## src/sv/dpsld_pkg.sv

```systemverilog
// Shared types and constants for the dual-side PD drive unit.
package dpsld_pkg;

    localparam int POS_W      = 24;
    localparam int ERR_W      = POS_W + 1;
    localparam int DIF_W      = ERR_W + 1;
    localparam int GAIN_W     = 16;
    localparam int TMO_W      = 16;
    localparam int PWR_W      = 8;
    localparam int RAMP_W     = 7;
    localparam int LEEWAY_W   = 16;
    localparam int PROD_W     = DIF_W + GAIN_W + 1;
    localparam int FRAC_W     = 8;
    localparam int PWR_LIM    = 127;

    localparam int IN_DATA_W  = 4 * POS_W + 2 * GAIN_W + TMO_W;
    localparam int IN_USER_W  = 1;
    localparam int OUT_DATA_W = 2 * PWR_W;
    localparam int OUT_USER_W = 3;

    localparam int QUEUE_DEPTH = 2;
    localparam int QPTR_W      = (QUEUE_DEPTH > 1) ? $clog2(QUEUE_DEPTH) : 1;
    localparam int QCNT_W      = $clog2(QUEUE_DEPTH + 1);

    localparam int APB_ADDR_W = 4;
    localparam int APB_DATA_W = 32;

    localparam logic [1:0] REG_RAMP_STEP = 2'd0;
    localparam logic [1:0] REG_POWER_CAP = 2'd1;
    localparam logic [1:0] REG_LEEWAY    = 2'd2;

    localparam logic [RAMP_W-1:0]   RAMP_STEP_RST = 7'd10;
    localparam logic [RAMP_W-1:0]   POWER_CAP_RST = 7'd127;
    localparam logic [LEEWAY_W-1:0] LEEWAY_RST    = 16'd10;

    localparam logic OP_START = 1'b0;
    localparam logic OP_TICK  = 1'b1;

    typedef struct packed {
        logic                    is_start;
        logic signed [POS_W-1:0] target_left;
        logic signed [POS_W-1:0] target_right;
        logic signed [POS_W-1:0] position_left;
        logic signed [POS_W-1:0] position_right;
        logic [GAIN_W-1:0]       gain_p;
        logic [GAIN_W-1:0]       gain_d;
        logic [TMO_W-1:0]        timeout_periods;
    } t_cmd;

    typedef struct packed {
        logic [RAMP_W-1:0]   ramp_step;
        logic [RAMP_W-1:0]   power_cap;
        logic [LEEWAY_W-1:0] leeway;
    } t_cfg;

    typedef struct packed {
        logic signed [PWR_W-1:0] power_left;
        logic signed [PWR_W-1:0] power_right;
        logic                    busy_res;
        logic                    settled;
        logic                    timed_out;
    } t_res;

endpackage

```

## src/sv/dpsld_front.sv

```systemverilog
// Input stage: takes stream items, decodes them into commands and registers them.
module dpsld_front (
    input  logic                            i_clk,
    input  logic                            i_rst_n,
    input  logic                            i_valid,
    output logic                            o_ready,
    input  logic [dpsld_pkg::IN_DATA_W-1:0] i_data,
    input  logic [dpsld_pkg::IN_USER_W-1:0] i_user,
    output logic                            o_cmd_valid,
    input  logic                            i_cmd_ready,
    output dpsld_pkg::t_cmd                 o_cmd
);
    import dpsld_pkg::*;

    logic r_valid;
    logic n_valid;
    t_cmd r_cmd;
    t_cmd n_cmd;

    assign o_ready     = !r_valid || i_cmd_ready;
    assign o_cmd_valid = r_valid;
    assign o_cmd       = r_cmd;

    always_comb begin
        n_cmd.is_start        = (i_user[0] == OP_START);
        n_cmd.target_left     = i_data[0*POS_W +: POS_W];
        n_cmd.target_right    = i_data[1*POS_W +: POS_W];
        n_cmd.position_left   = i_data[2*POS_W +: POS_W];
        n_cmd.position_right  = i_data[3*POS_W +: POS_W];
        n_cmd.gain_p          = i_data[4*POS_W +: GAIN_W];
        n_cmd.gain_d          = i_data[4*POS_W + GAIN_W +: GAIN_W];
        n_cmd.timeout_periods = i_data[4*POS_W + 2*GAIN_W +: TMO_W];
        n_valid = r_valid && !i_cmd_ready;
        if (i_valid && o_ready) begin
            n_valid = 1'b1;
        end
    end

    always_ff @(posedge i_clk) begin
        if (!i_rst_n) begin
            r_valid <= 1'b0;
        end else begin
            r_valid <= n_valid;
        end
    end

    always_ff @(posedge i_clk) begin
        if (i_valid && o_ready) begin
            r_cmd <= n_cmd;
        end
    end

endmodule

```

## src/sv/dpsld_queue.sv

```systemverilog
// Short command queue between the decode stage and the control engine.
module dpsld_queue (
    input  logic            i_clk,
    input  logic            i_rst_n,
    input  logic            i_push,
    input  dpsld_pkg::t_cmd i_data,
    output logic            o_full,
    input  logic            i_pop,
    output logic            o_valid,
    output dpsld_pkg::t_cmd o_data
);
    import dpsld_pkg::*;

    t_cmd              r_mem [QUEUE_DEPTH];
    logic [QPTR_W-1:0] r_wr_ptr;
    logic [QPTR_W-1:0] r_rd_ptr;
    logic [QCNT_W-1:0] r_count;
    logic [QPTR_W-1:0] n_wr_ptr;
    logic [QPTR_W-1:0] n_rd_ptr;
    logic [QCNT_W-1:0] n_count;
    logic              do_push;
    logic              do_pop;

    assign o_full  = (r_count == QCNT_W'(QUEUE_DEPTH));
    assign o_valid = (r_count != '0);
    assign o_data  = r_mem[r_rd_ptr];
    assign do_push = i_push && !o_full;
    assign do_pop  = i_pop && o_valid;

    always_comb begin
        n_wr_ptr = r_wr_ptr;
        n_rd_ptr = r_rd_ptr;
        n_count  = r_count;
        if (do_push) begin
            n_wr_ptr = (r_wr_ptr == QPTR_W'(QUEUE_DEPTH - 1)) ? '0 : r_wr_ptr + 1'b1;
        end
        if (do_pop) begin
            n_rd_ptr = (r_rd_ptr == QPTR_W'(QUEUE_DEPTH - 1)) ? '0 : r_rd_ptr + 1'b1;
        end
        if (do_push && !do_pop) begin
            n_count = r_count + 1'b1;
        end else if (do_pop && !do_push) begin
            n_count = r_count - 1'b1;
        end
    end

    always_ff @(posedge i_clk) begin
        if (!i_rst_n) begin
            r_wr_ptr <= '0;
            r_rd_ptr <= '0;
            r_count  <= '0;
        end else begin
            r_wr_ptr <= n_wr_ptr;
            r_rd_ptr <= n_rd_ptr;
            r_count  <= n_count;
        end
    end

    always_ff @(posedge i_clk) begin
        if (do_push) begin
            r_mem[r_wr_ptr] <= i_data;
        end
    end

endmodule

```

## src/sv/dpsld_back.sv

```systemverilog
// Control engine: move state, end test, shared PD multipliers, slew and clamp, result register.
module dpsld_back (
    input  logic            i_clk,
    input  logic            i_rst_n,
    input  dpsld_pkg::t_cfg i_cfg,
    input  logic            i_cmd_valid,
    input  dpsld_pkg::t_cmd i_cmd,
    output logic            o_cmd_pop,
    output logic            o_res_valid,
    input  logic            i_res_ready,
    output dpsld_pkg::t_res o_res
);
    import dpsld_pkg::*;

    localparam logic [2:0] S_IDLE  = 3'd0;
    localparam logic [2:0] S_MUL_P = 3'd1;
    localparam logic [2:0] S_MUL_D = 3'd2;
    localparam logic [2:0] S_SAT   = 3'd3;
    localparam logic [2:0] S_DRIVE = 3'd4;

    localparam int SH_W = PROD_W - FRAC_W;

    function automatic logic signed [PWR_W-1:0] sat_power(input logic signed [PROD_W-1:0] s);
        logic signed [SH_W-1:0] q;
        q = s[PROD_W-1:FRAC_W];
        if (q > PWR_LIM) begin
            return PWR_W'(PWR_LIM);
        end else if (q < -PWR_LIM) begin
            return PWR_W'(-PWR_LIM);
        end
        return q[PWR_W-1:0];
    endfunction

    function automatic logic signed [PWR_W-1:0] slew(
        input logic signed [PWR_W-1:0] drive,
        input logic signed [PWR_W-1:0] goal,
        input logic [RAMP_W-1:0]       ramp,
        input logic [RAMP_W-1:0]       maxp
    );
        logic signed [PWR_W:0]   diff;
        logic signed [PWR_W:0]   rs;
        logic signed [PWR_W:0]   stp;
        logic signed [PWR_W+1:0] p;
        logic signed [PWR_W+1:0] mp;
        diff = {goal[PWR_W-1], goal} - {drive[PWR_W-1], drive};
        rs   = {{(PWR_W+1-RAMP_W){1'b0}}, ramp};
        mp   = {{(PWR_W+2-RAMP_W){1'b0}}, maxp};
        if (diff > rs) begin
            stp = rs;
        end else if (diff < -rs) begin
            stp = -rs;
        end else begin
            stp = diff;
        end
        p = {{2{drive[PWR_W-1]}}, drive} + {stp[PWR_W], stp};
        if (p > mp) begin
            p = mp;
        end else if (p < -mp) begin
            p = -mp;
        end
        return p[PWR_W-1:0];
    endfunction

    logic [2:0] r_state;
    logic [2:0] n_state;

    // move state
    logic signed [POS_W-1:0] r_goal_l, r_goal_r, n_goal_l, n_goal_r;
    logic signed [ERR_W-1:0] r_last_l, r_last_r, n_last_l, n_last_r;
    logic signed [PWR_W-1:0] r_drive_l, r_drive_r, n_drive_l, n_drive_r;
    logic [GAIN_W-1:0]       r_kp, r_kd, n_kp, n_kd;
    logic [TMO_W-1:0]        r_limit, r_elapsed, n_limit, n_elapsed;
    logic                    r_running, n_running;

    // tick working registers
    logic signed [ERR_W-1:0]  r_e_l, r_e_r, n_e_l, n_e_r;
    logic signed [DIF_W-1:0]  r_d_l, r_d_r, n_d_l, n_d_r;
    logic signed [PROD_W-1:0] r_prod_l, r_prod_r, n_prod_l, n_prod_r;
    logic signed [PROD_W-1:0] r_acc_l, r_acc_r, n_acc_l, n_acc_r;
    logic signed [PWR_W-1:0]  r_t_l, r_t_r, n_t_l, n_t_r;

    logic r_res_valid, n_res_valid;
    t_res r_res, n_res;

    logic                    slot_free;
    logic                    pop;
    logic [ERR_W-1:0]        mag_l, mag_r;
    logic                    in_l, in_r;
    logic signed [DIF_W-1:0] op_l, op_r;
    logic signed [GAIN_W:0]  gain_op;

    assign slot_free   = !r_res_valid || i_res_ready;
    assign pop         = (r_state == S_IDLE) && i_cmd_valid && slot_free;
    assign o_cmd_pop   = pop;
    assign o_res_valid = r_res_valid;
    assign o_res       = r_res;

    assign mag_l = r_last_l[ERR_W-1] ? ERR_W'(-r_last_l) : ERR_W'(r_last_l);
    assign mag_r = r_last_r[ERR_W-1] ? ERR_W'(-r_last_r) : ERR_W'(r_last_r);
    assign in_l  = (mag_l <= {{(ERR_W-LEEWAY_W){1'b0}}, i_cfg.leeway});
    assign in_r  = (mag_r <= {{(ERR_W-LEEWAY_W){1'b0}}, i_cfg.leeway});

    // one multiplier per side: error times kp first, derivative times kd next
    assign op_l    = (r_state == S_MUL_P) ? {r_e_l[ERR_W-1], r_e_l} : r_d_l;
    assign op_r    = (r_state == S_MUL_P) ? {r_e_r[ERR_W-1], r_e_r} : r_d_r;
    assign gain_op = (r_state == S_MUL_P) ? $signed({1'b0, r_kp}) : $signed({1'b0, r_kd});

    always_comb begin
        n_state     = r_state;
        n_goal_l    = r_goal_l;
        n_goal_r    = r_goal_r;
        n_last_l    = r_last_l;
        n_last_r    = r_last_r;
        n_drive_l   = r_drive_l;
        n_drive_r   = r_drive_r;
        n_kp        = r_kp;
        n_kd        = r_kd;
        n_limit     = r_limit;
        n_elapsed   = r_elapsed;
        n_running   = r_running;
        n_e_l       = r_e_l;
        n_e_r       = r_e_r;
        n_d_l       = r_d_l;
        n_d_r       = r_d_r;
        n_prod_l    = op_l * gain_op;
        n_prod_r    = op_r * gain_op;
        n_acc_l     = r_acc_l;
        n_acc_r     = r_acc_r;
        n_t_l       = sat_power(r_acc_l + r_prod_l);
        n_t_r       = sat_power(r_acc_r + r_prod_r);
        n_res_valid = r_res_valid && !i_res_ready;
        n_res       = r_res;

        unique case (r_state)
            S_IDLE: begin
                if (pop) begin
                    n_res.power_left  = r_drive_l;
                    n_res.power_right = r_drive_r;
                    n_res.busy_res    = 1'b0;
                    n_res.settled     = 1'b0;
                    n_res.timed_out   = 1'b0;
                    n_e_l = {r_goal_l[POS_W-1], r_goal_l}
                          - {i_cmd.position_left[POS_W-1], i_cmd.position_left};
                    n_e_r = {r_goal_r[POS_W-1], r_goal_r}
                          - {i_cmd.position_right[POS_W-1], i_cmd.position_right};
                    n_d_l = {n_e_l[ERR_W-1], n_e_l} - {r_last_l[ERR_W-1], r_last_l};
                    n_d_r = {n_e_r[ERR_W-1], n_e_r} - {r_last_r[ERR_W-1], r_last_r};
                    priority if (i_cmd.is_start) begin
                        n_goal_l  = i_cmd.target_left;
                        n_goal_r  = i_cmd.target_right;
                        n_kp      = i_cmd.gain_p;
                        n_kd      = i_cmd.gain_d;
                        n_limit   = i_cmd.timeout_periods;
                        n_elapsed = '0;
                        n_last_l  = {i_cmd.target_left[POS_W-1], i_cmd.target_left}
                                  - {i_cmd.position_left[POS_W-1], i_cmd.position_left};
                        n_last_r  = {i_cmd.target_right[POS_W-1], i_cmd.target_right}
                                  - {i_cmd.position_right[POS_W-1], i_cmd.position_right};
                        n_drive_l = '0;
                        n_drive_r = '0;
                        n_running = 1'b1;
                        n_res.power_left  = '0;
                        n_res.power_right = '0;
                        n_res.busy_res    = 1'b1;
                        n_res_valid       = 1'b1;
                    end else if (!r_running) begin
                        n_res_valid = 1'b1;
                    end else if (in_l && in_r) begin
                        n_running     = 1'b0;
                        n_res.settled = 1'b1;
                        n_res_valid   = 1'b1;
                    end else if (r_elapsed >= r_limit) begin
                        n_running       = 1'b0;
                        n_res.timed_out = 1'b1;
                        n_res_valid     = 1'b1;
                    end else begin
                        n_state = S_MUL_P;
                    end
                end
            end
            S_MUL_P: begin
                n_state = S_MUL_D;
            end
            S_MUL_D: begin
                n_acc_l = r_prod_l;
                n_acc_r = r_prod_r;
                n_state = S_SAT;
            end
            S_SAT: begin
                n_state = S_DRIVE;
            end
            S_DRIVE: begin
                // result slot was free at pop and nothing else fills it
                n_drive_l = slew(r_drive_l, r_t_l, i_cfg.ramp_step, i_cfg.power_cap);
                n_drive_r = slew(r_drive_r, r_t_r, i_cfg.ramp_step, i_cfg.power_cap);
                n_last_l  = r_e_l;
                n_last_r  = r_e_r;
                n_elapsed = r_elapsed + 1'b1;
                n_res.power_left  = n_drive_l;
                n_res.power_right = n_drive_r;
                n_res.busy_res    = 1'b1;
                n_res.settled     = 1'b0;
                n_res.timed_out   = 1'b0;
                n_res_valid       = 1'b1;
                n_state           = S_IDLE;
            end
            default: begin
                n_state = S_IDLE;
            end
        endcase
    end

    always_ff @(posedge i_clk) begin
        if (!i_rst_n) begin
            r_state     <= S_IDLE;
            r_goal_l    <= '0;
            r_goal_r    <= '0;
            r_last_l    <= '0;
            r_last_r    <= '0;
            r_drive_l   <= '0;
            r_drive_r   <= '0;
            r_kp        <= '0;
            r_kd        <= '0;
            r_limit     <= '0;
            r_elapsed   <= '0;
            r_running   <= 1'b0;
            r_res_valid <= 1'b0;
        end else begin
            r_state     <= n_state;
            r_goal_l    <= n_goal_l;
            r_goal_r    <= n_goal_r;
            r_last_l    <= n_last_l;
            r_last_r    <= n_last_r;
            r_drive_l   <= n_drive_l;
            r_drive_r   <= n_drive_r;
            r_kp        <= n_kp;
            r_kd        <= n_kd;
            r_limit     <= n_limit;
            r_elapsed   <= n_elapsed;
            r_running   <= n_running;
            r_res_valid <= n_res_valid;
        end
    end

    always_ff @(posedge i_clk) begin
        r_e_l    <= n_e_l;
        r_e_r    <= n_e_r;
        r_d_l    <= n_d_l;
        r_d_r    <= n_d_r;
        r_prod_l <= n_prod_l;
        r_prod_r <= n_prod_r;
        r_acc_l  <= n_acc_l;
        r_acc_r  <= n_acc_r;
        r_t_l    <= n_t_l;
        r_t_r    <= n_t_r;
        r_res    <= n_res;
    end

endmodule

```

## src/sv/dual_pd_slew_limited_drive_unit.sv

```systemverilog
// Top level of the dual-side PD drive unit: register port, decode stage, queue, engine.
//
// Usage:
//   s_axis carries start and tick items (tuser bit 0: 0 start, 1 tick). A start loads
//   targets, gains and timeout and returns zero power with busy set. A tick returns
//   the left and right power on m_axis, with busy, settled and timed-out flags.
//   Every item gives exactly one result, in order.
//   The APB port writes and reads ramp step (0x0), power cap (0x4) and leeway (0x8);
//   write it only while no item is in flight.
// An item passes the decode register and the queue; its result is held in the engine's
//   result register. A tick that computes new power first passes the engine's MUL_P,
//   MUL_D, SAT and DRIVE states. One item per cycle for starts and non-computing ticks
//   while m_axis is ready; the engine takes no item until a computing tick is done, as
//   its per-side multiplier forms the kp and kd products in turn before saturation and slew.
// Reset clears the move (idle, powers zero) and loads the register defaults.
// When m_axis stalls, the result holds in its output register while the decode
// stage and the queue keep taking up to three more items before s_axis_tready drops.
module dual_pd_slew_limited_drive_unit (
    input  logic                             i_clk,
    input  logic                             i_rst_n,
    input  logic                             s_axis_tvalid,
    output logic                             s_axis_tready,
    // target_left, target_right, position_left, position_right, gain_p, gain_d,
    // timeout_periods (from bit 0 up)
    input  logic [dpsld_pkg::IN_DATA_W-1:0]  s_axis_tdata,
    // opcode
    input  logic [dpsld_pkg::IN_USER_W-1:0]  s_axis_tuser,
    output logic                             m_axis_tvalid,
    input  logic                             m_axis_tready,
    // power_left, power_right (from bit 0 up)
    output logic [dpsld_pkg::OUT_DATA_W-1:0] m_axis_tdata,
    // busy_res, settled, timed_out (from bit 0 up)
    output logic [dpsld_pkg::OUT_USER_W-1:0] m_axis_tuser,
    input  logic                             psel,
    input  logic                             penable,
    input  logic                             pwrite,
    input  logic [dpsld_pkg::APB_ADDR_W-1:0] paddr,
    input  logic [dpsld_pkg::APB_DATA_W-1:0] pwdata,
    output logic [dpsld_pkg::APB_DATA_W-1:0] prdata,
    output logic                             pready
);
    import dpsld_pkg::*;

    t_cfg       r_cfg;
    logic [1:0] reg_idx;
    logic       cfg_wr;
    t_cmd       front_cmd;
    logic       front_valid;
    logic       q_full;
    logic       q_valid;
    t_cmd       q_cmd;
    logic       q_pop;
    t_res       res;

    assign pready  = 1'b1;
    assign reg_idx = paddr[3:2];
    assign cfg_wr  = psel && penable && pwrite && pready;

    always_ff @(posedge i_clk) begin
        if (!i_rst_n) begin
            r_cfg.ramp_step <= RAMP_STEP_RST;
            r_cfg.power_cap <= POWER_CAP_RST;
            r_cfg.leeway    <= LEEWAY_RST;
        end else if (cfg_wr) begin
            unique case (reg_idx)
                REG_RAMP_STEP: r_cfg.ramp_step <= pwdata[RAMP_W-1:0];
                REG_POWER_CAP: r_cfg.power_cap <= pwdata[RAMP_W-1:0];
                REG_LEEWAY:    r_cfg.leeway    <= pwdata[LEEWAY_W-1:0];
                default: begin
                end
            endcase
        end
    end

    always_comb begin
        unique case (reg_idx)
            REG_RAMP_STEP: prdata = APB_DATA_W'(r_cfg.ramp_step);
            REG_POWER_CAP: prdata = APB_DATA_W'(r_cfg.power_cap);
            REG_LEEWAY:    prdata = APB_DATA_W'(r_cfg.leeway);
            default:       prdata = '0;
        endcase
    end

    dpsld_front u_front (
        .i_clk       (i_clk),
        .i_rst_n     (i_rst_n),
        .i_valid     (s_axis_tvalid),
        .o_ready     (s_axis_tready),
        .i_data      (s_axis_tdata),
        .i_user      (s_axis_tuser),
        .o_cmd_valid (front_valid),
        .i_cmd_ready (!q_full),
        .o_cmd       (front_cmd)
    );

    dpsld_queue u_queue (
        .i_clk   (i_clk),
        .i_rst_n (i_rst_n),
        .i_push  (front_valid),
        .i_data  (front_cmd),
        .o_full  (q_full),
        .i_pop   (q_pop),
        .o_valid (q_valid),
        .o_data  (q_cmd)
    );

    dpsld_back u_back (
        .i_clk       (i_clk),
        .i_rst_n     (i_rst_n),
        .i_cfg       (r_cfg),
        .i_cmd_valid (q_valid),
        .i_cmd       (q_cmd),
        .o_cmd_pop   (q_pop),
        .o_res_valid (m_axis_tvalid),
        .i_res_ready (m_axis_tready),
        .o_res       (res)
    );

    assign m_axis_tdata = {res.power_right, res.power_left};
    assign m_axis_tuser = {res.timed_out, res.settled, res.busy_res};

endmodule

```

## config.mk

```make
export PLATFORM = sky130hd
export DESIGN_NAME = dual_pd_slew_limited_drive_unit
export DESIGN_NICKNAME = d
export VERILOG_FILES = /design/src/sv/dpsld_pkg.sv /design/src/sv/dpsld_front.sv /design/src/sv/dpsld_queue.sv /design/src/sv/dpsld_back.sv /design/src/sv/dual_pd_slew_limited_drive_unit.sv
export SDC_FILE = /design/constraint.sdc
export NUM_CORES = 2
export LEC_CHECK = 0
export ABC_AREA = 1
export BUFFER_PORTS_ARGS = -buffer_cell sky130_fd_sc_hd__buf_2
export CAP_MARGIN = 20
export CORE_MARGIN = 2
export CORE_UTILIZATION = 30
export DETAILED_ROUTE_END_ITERATION = 8
export RECOVER_POWER = 100
export SYNTH_ARGS = -nofsm -noshare
export SYNTH_HDL_FRONTEND = slang
export SYNTH_HIERARCHICAL = 1
export SYNTH_SLANG_ARGS = --single-unit
```

## constraint.sdc

```tcl
create_clock -name i_clk -period 13.8 [get_ports i_clk]
set_input_delay 1.38 -clock i_clk [delete_from_list [all_inputs] [get_ports i_clk]]
set_output_delay 1.38 -clock i_clk [all_outputs]
set_load 0.01 [all_outputs]
```

==> results.sh <==
export IMPL_ys_ff_latch=963
export IMPL_yosysSeqAreaShare_pct=31.1
export IMPL_die_h_um=529
export IMPL_status="complete, but fails checks"
export IMPL_numClockSinks=963
export IMPL_grt_max_degree=131
export IMPL_worst_r2r_cell_count=26
export IMPL_critPathKind="register to register"
export IMPL_end_kind="register"
export IMPL_clock_latency_ns=0.75
export IMPL_ys_types=67
export IMPL_min_period_ns=10.89
export IMPL_cts_buffers=99
export IMPL_worst_pin_slew_ns=7.80
export IMPL_critPathRequiredTime_ns=14.41
export IMPL_place_congestion=0.922
export IMPL_dp_hpwl_mm=173
export IMPL_start_util_pct=30.2
export IMPL_grt_pass1_wl_mm=345
export IMPL_synth_cells=9597
export IMPL_max_freq_ghz=0.0919
export IMPL_io_pins=242
export IMPL_setup_violations=0
export IMPL_post_drt_wl_per_cell_um=16.3
export IMPL_die_area_um2=280000
export IMPL_drt_iter0_drc=3990
export IMPL_core_area_um2=274000
export IMPL_min_path_type="register to register"
export IMPL_areaGrowthSynthToFinish_pct=10.3
export IMPL_slew_violations=1142
export IMPL_rrSetupSlack_ns=2.91
export IMPL_clockBufferDepth=3
export IMPL_rsz0062_at_grt="false"
export IMPL_crit_fanout=59
export IMPL_fillers=28604
export IMPL_ctsResizeCount=0
export IMPL_synth_top_area_share_pct=23.3
export IMPL_r2r_end="u_back/r_prod_l[39]$_DFF_P_"
export IMPL_die_x_um=529
export IMPL_rows=192
export IMPL_grt_ovfl_total=0
export IMPL_crit_arrival_ns=11.50
export IMPL_synth_area_per_cell_um2=8.62
export IMPL_hold_end="u_back/r_acc_r[8]$_DFFE_PN_"
export IMPL_synth_top_cells_by_count="nand2_1, inv_1, nor2_1"
export IMPL_htreeDepth=3
export IMPL_via_count=62259
export IMPL_fin_skew_ns=0.0474
export IMPL_violations="capacitance limit, slew limit"
export IMPL_portBuffers=206
export IMPL_critPathLaunchType="register"
export IMPL_grt_pass1_vias=61488
export IMPL_multiInputGateArea_um2=49000
export IMPL_grt_util_met2_pct=25.6
export IMPL_hold_depth=0
export IMPL_netlist_area_um2=82700
export IMPL_dr_pass1_iters=6
export IMPL_antenna_found_initial=4
export IMPL_cts_root_buf="clkbuf_16"
export IMPL_grtUsageMet1_pct=21.5
export IMPL_period_share_pct=78.9
export IMPL_synthTopCellsByArea="edfxtp_1, fa_1, nand2_1"
export IMPL_grtUsageTotal_pct=15.6
export IMPL_vias_per_cell=4.64
export IMPL_grt_use_met3_pct=1.66
export IMPL_yosysTopAreaCell="edfxtp_1"
export IMPL_drive_gt1_share_pct=6.00
export IMPL_synth_edf_count=642
export IMPL_ys_dominant_reg_cell="edfxtp_1"
export IMPL_top_usage_layer="met2"
export IMPL_drv_cap=21
export IMPL_finalNetCount=11345
export IMPL_drc=0
export IMPL_cts_setup_buffers=0
export IMPL_final_seq_area_um2=25700
export IMPL_yosys_cell_count_top_type="nand2_1"
export IMPL_synthArstFlopShare_pct=0
export IMPL_relSlewSlack_pct=-420
export IMPL_hold_buffers=0
export IMPL_finalWirelength_mm=219
export IMPL_min_delay_start="u_back/r_prod_r[8]$_DFF_P_"
export IMPL_cts_tree="done"
export IMPL_r2r_start="u_back/r_state[2]$_SDFFE_PN0P_"
export IMPL_final_hold_viol_count=0
export IMPL_clkTransAtPathRegs_ns=0.06
export IMPL_fin_tns_setup_ns=0
export IMPL_synth_warnings=6
export IMPL_postRouteAntennaNets=0
## area by class of cell
class	instances	area share, %
Antenna cell	2	0.00549
Clock buffer	122	2.88
Clock inverter	65	0.973
Inverter	1863	7.67
Multi-Input combinational cell	6536	53.7
Sequential cell	963	28.2
Tap cell	3589	4.92
Timing Repair Buffer	285	1.63
## cell families (layout without fill, tap and decap cells)
kind of cell    count (synthesis)  count (layout)  share of synthesized area, %
buf+inv                      2113            2335                          9.81
other cells                     2              19                       0.00908
mux                           146             146                          2.21
flops                         963             963                          31.1
xor+xnor                      289             289                          3.06
fa+ha+maj                    1409            1409                          28.8
compound gates               1188            1188                          8.03
simple gates                 3487            3487                          17.0
## state kept, by name, indices dropped and copies added, names as in the netlist, 26 cells and up, named ones only
| register | flops |
|---|---|
| r_cfg | 30 |
| u_back/r_acc_l | 43 |
| u_back/r_acc_r | 43 |
| u_back/r_d_l | 26 |
| u_back/r_d_r | 26 |
| u_back/r_prod_l | 43 |
| u_back/r_prod_r | 43 |
| u_front/o_cmd | 145 |
| u_queue/r_mem | 290 |
## critical path, cell delays in order, from the launching register on
cell	delay, ns
dfxtp_1	0.43
nor3_1	0.09
clkbuf_1	0.47
inv_4	0.66
clkbuf_1	1.86
nand2_1	0.31
o21ai_4	0.15
buf_4	0.59
inv_1	0.48
nor2_1	0.41
fa_1	0.50
fa_1	0.86
inv_1	0.11
fa_1	0.51
fa_1	0.44
fa_1	0.55
inv_1	0.06
fa_1	0.47
ha_1	0.39
nand2_1	0.11
nor2_1	0.26
nand2_1	0.08
nor3_1	0.19
nand3_1	0.12
nand4_1	0.19
a31oi_1	0.12
xnor2_1	0.13
## placed cells by master (no fill, tap or decap), types with 12 or more instances in the layout
cell type,Yosys,routed
nand2_1,1997,2000
inv_1,1845,1843
nor2_1,968,969
fa_1,820,820
edfxtp_1,642,642
ha_1,589,589
a21oi_1,508,508
o21ai_0,400,382
dfxtp_1,321,321
nand3_1,298,298
xor2_1,187,187
buf_2,26,153
xnor2_1,102,102
clkbuf_16,0,100
clkbuf_1,179,90
mux2_2,95,88
nor3_1,60,61
nand4_1,61,61
buf_4,19,60
mux2_4,50,45
a31oi_1,43,43
o21bai_1,39,39
a21o_1,29,29
nand3b_1,29,29
o21a_1,25,25
o211ai_1,25,25
a211oi_1,23,23
o21ai_1,14,19
nor4_1,19,19
or2_2,18,18
o21ai_2,14,18
conb_1,2,17
clkinv_1,7,17
a21boi_0,17,17
bufinv_16,0,15
a221oi_1,14,14
mux2_1,0,12
## per-layer routing
layer / wire (µm) / vias up
met4: 6420 / 2
met5: 12 / -
met3: 11000 / 303
met2: 99900 / 1548
li1: - / 30556
met1: 102000 / 29850
## how the worst max path moves through the flow
stage,startpoint,endpoint,cells past startpoint,slack (ns)
after floorplan,s_axis_tvalid,u_front/o_cmd[0]$_DFFE_PP_,2,4.69
final,u_back/r_state[2]$_SDFFE_PN0P_,u_back/r_prod_l[39]$_DFF_P_,26,2.91
after CTS,u_back/r_state[2]$_SDFFE_PN0P_,u_back/r_prod_r[40]$_DFF_P_,26,4.75
after global placement,u_back/r_state[2]$_SDFFE_PN0P_,u_back/r_prod_l[39]$_DFF_P_,26,4.83
after global routing,u_back/r_state[2]$_SDFFE_PN0P_,u_back/r_prod_l[39]$_DFF_P_,26,2.19
after detailed placement,u_back/r_state[2]$_SDFFE_PN0P_,u_back/r_prod_l[39]$_DFF_P_,26,4.77
## per-stage QoR
stage               std cells  util, %  setup WS, ns  cell area [µm²]  hold slack, ns
CTS                     13422     33.4          4.75            91500           0.428
floorplan                9612        -          4.69            82800           0.409
finish                  13425     33.3          2.91            91200           0.431
global placement        13235     32.1          4.83            88000           0.422
global route            13424     33.3          2.19            91200           0.442
detailed placement      13235     32.1          4.77            88000           0.426
Power is left out: the tool's default activity adds up to more than one toggle a clock period on the data nets, which glitch-free logic cannot reach.
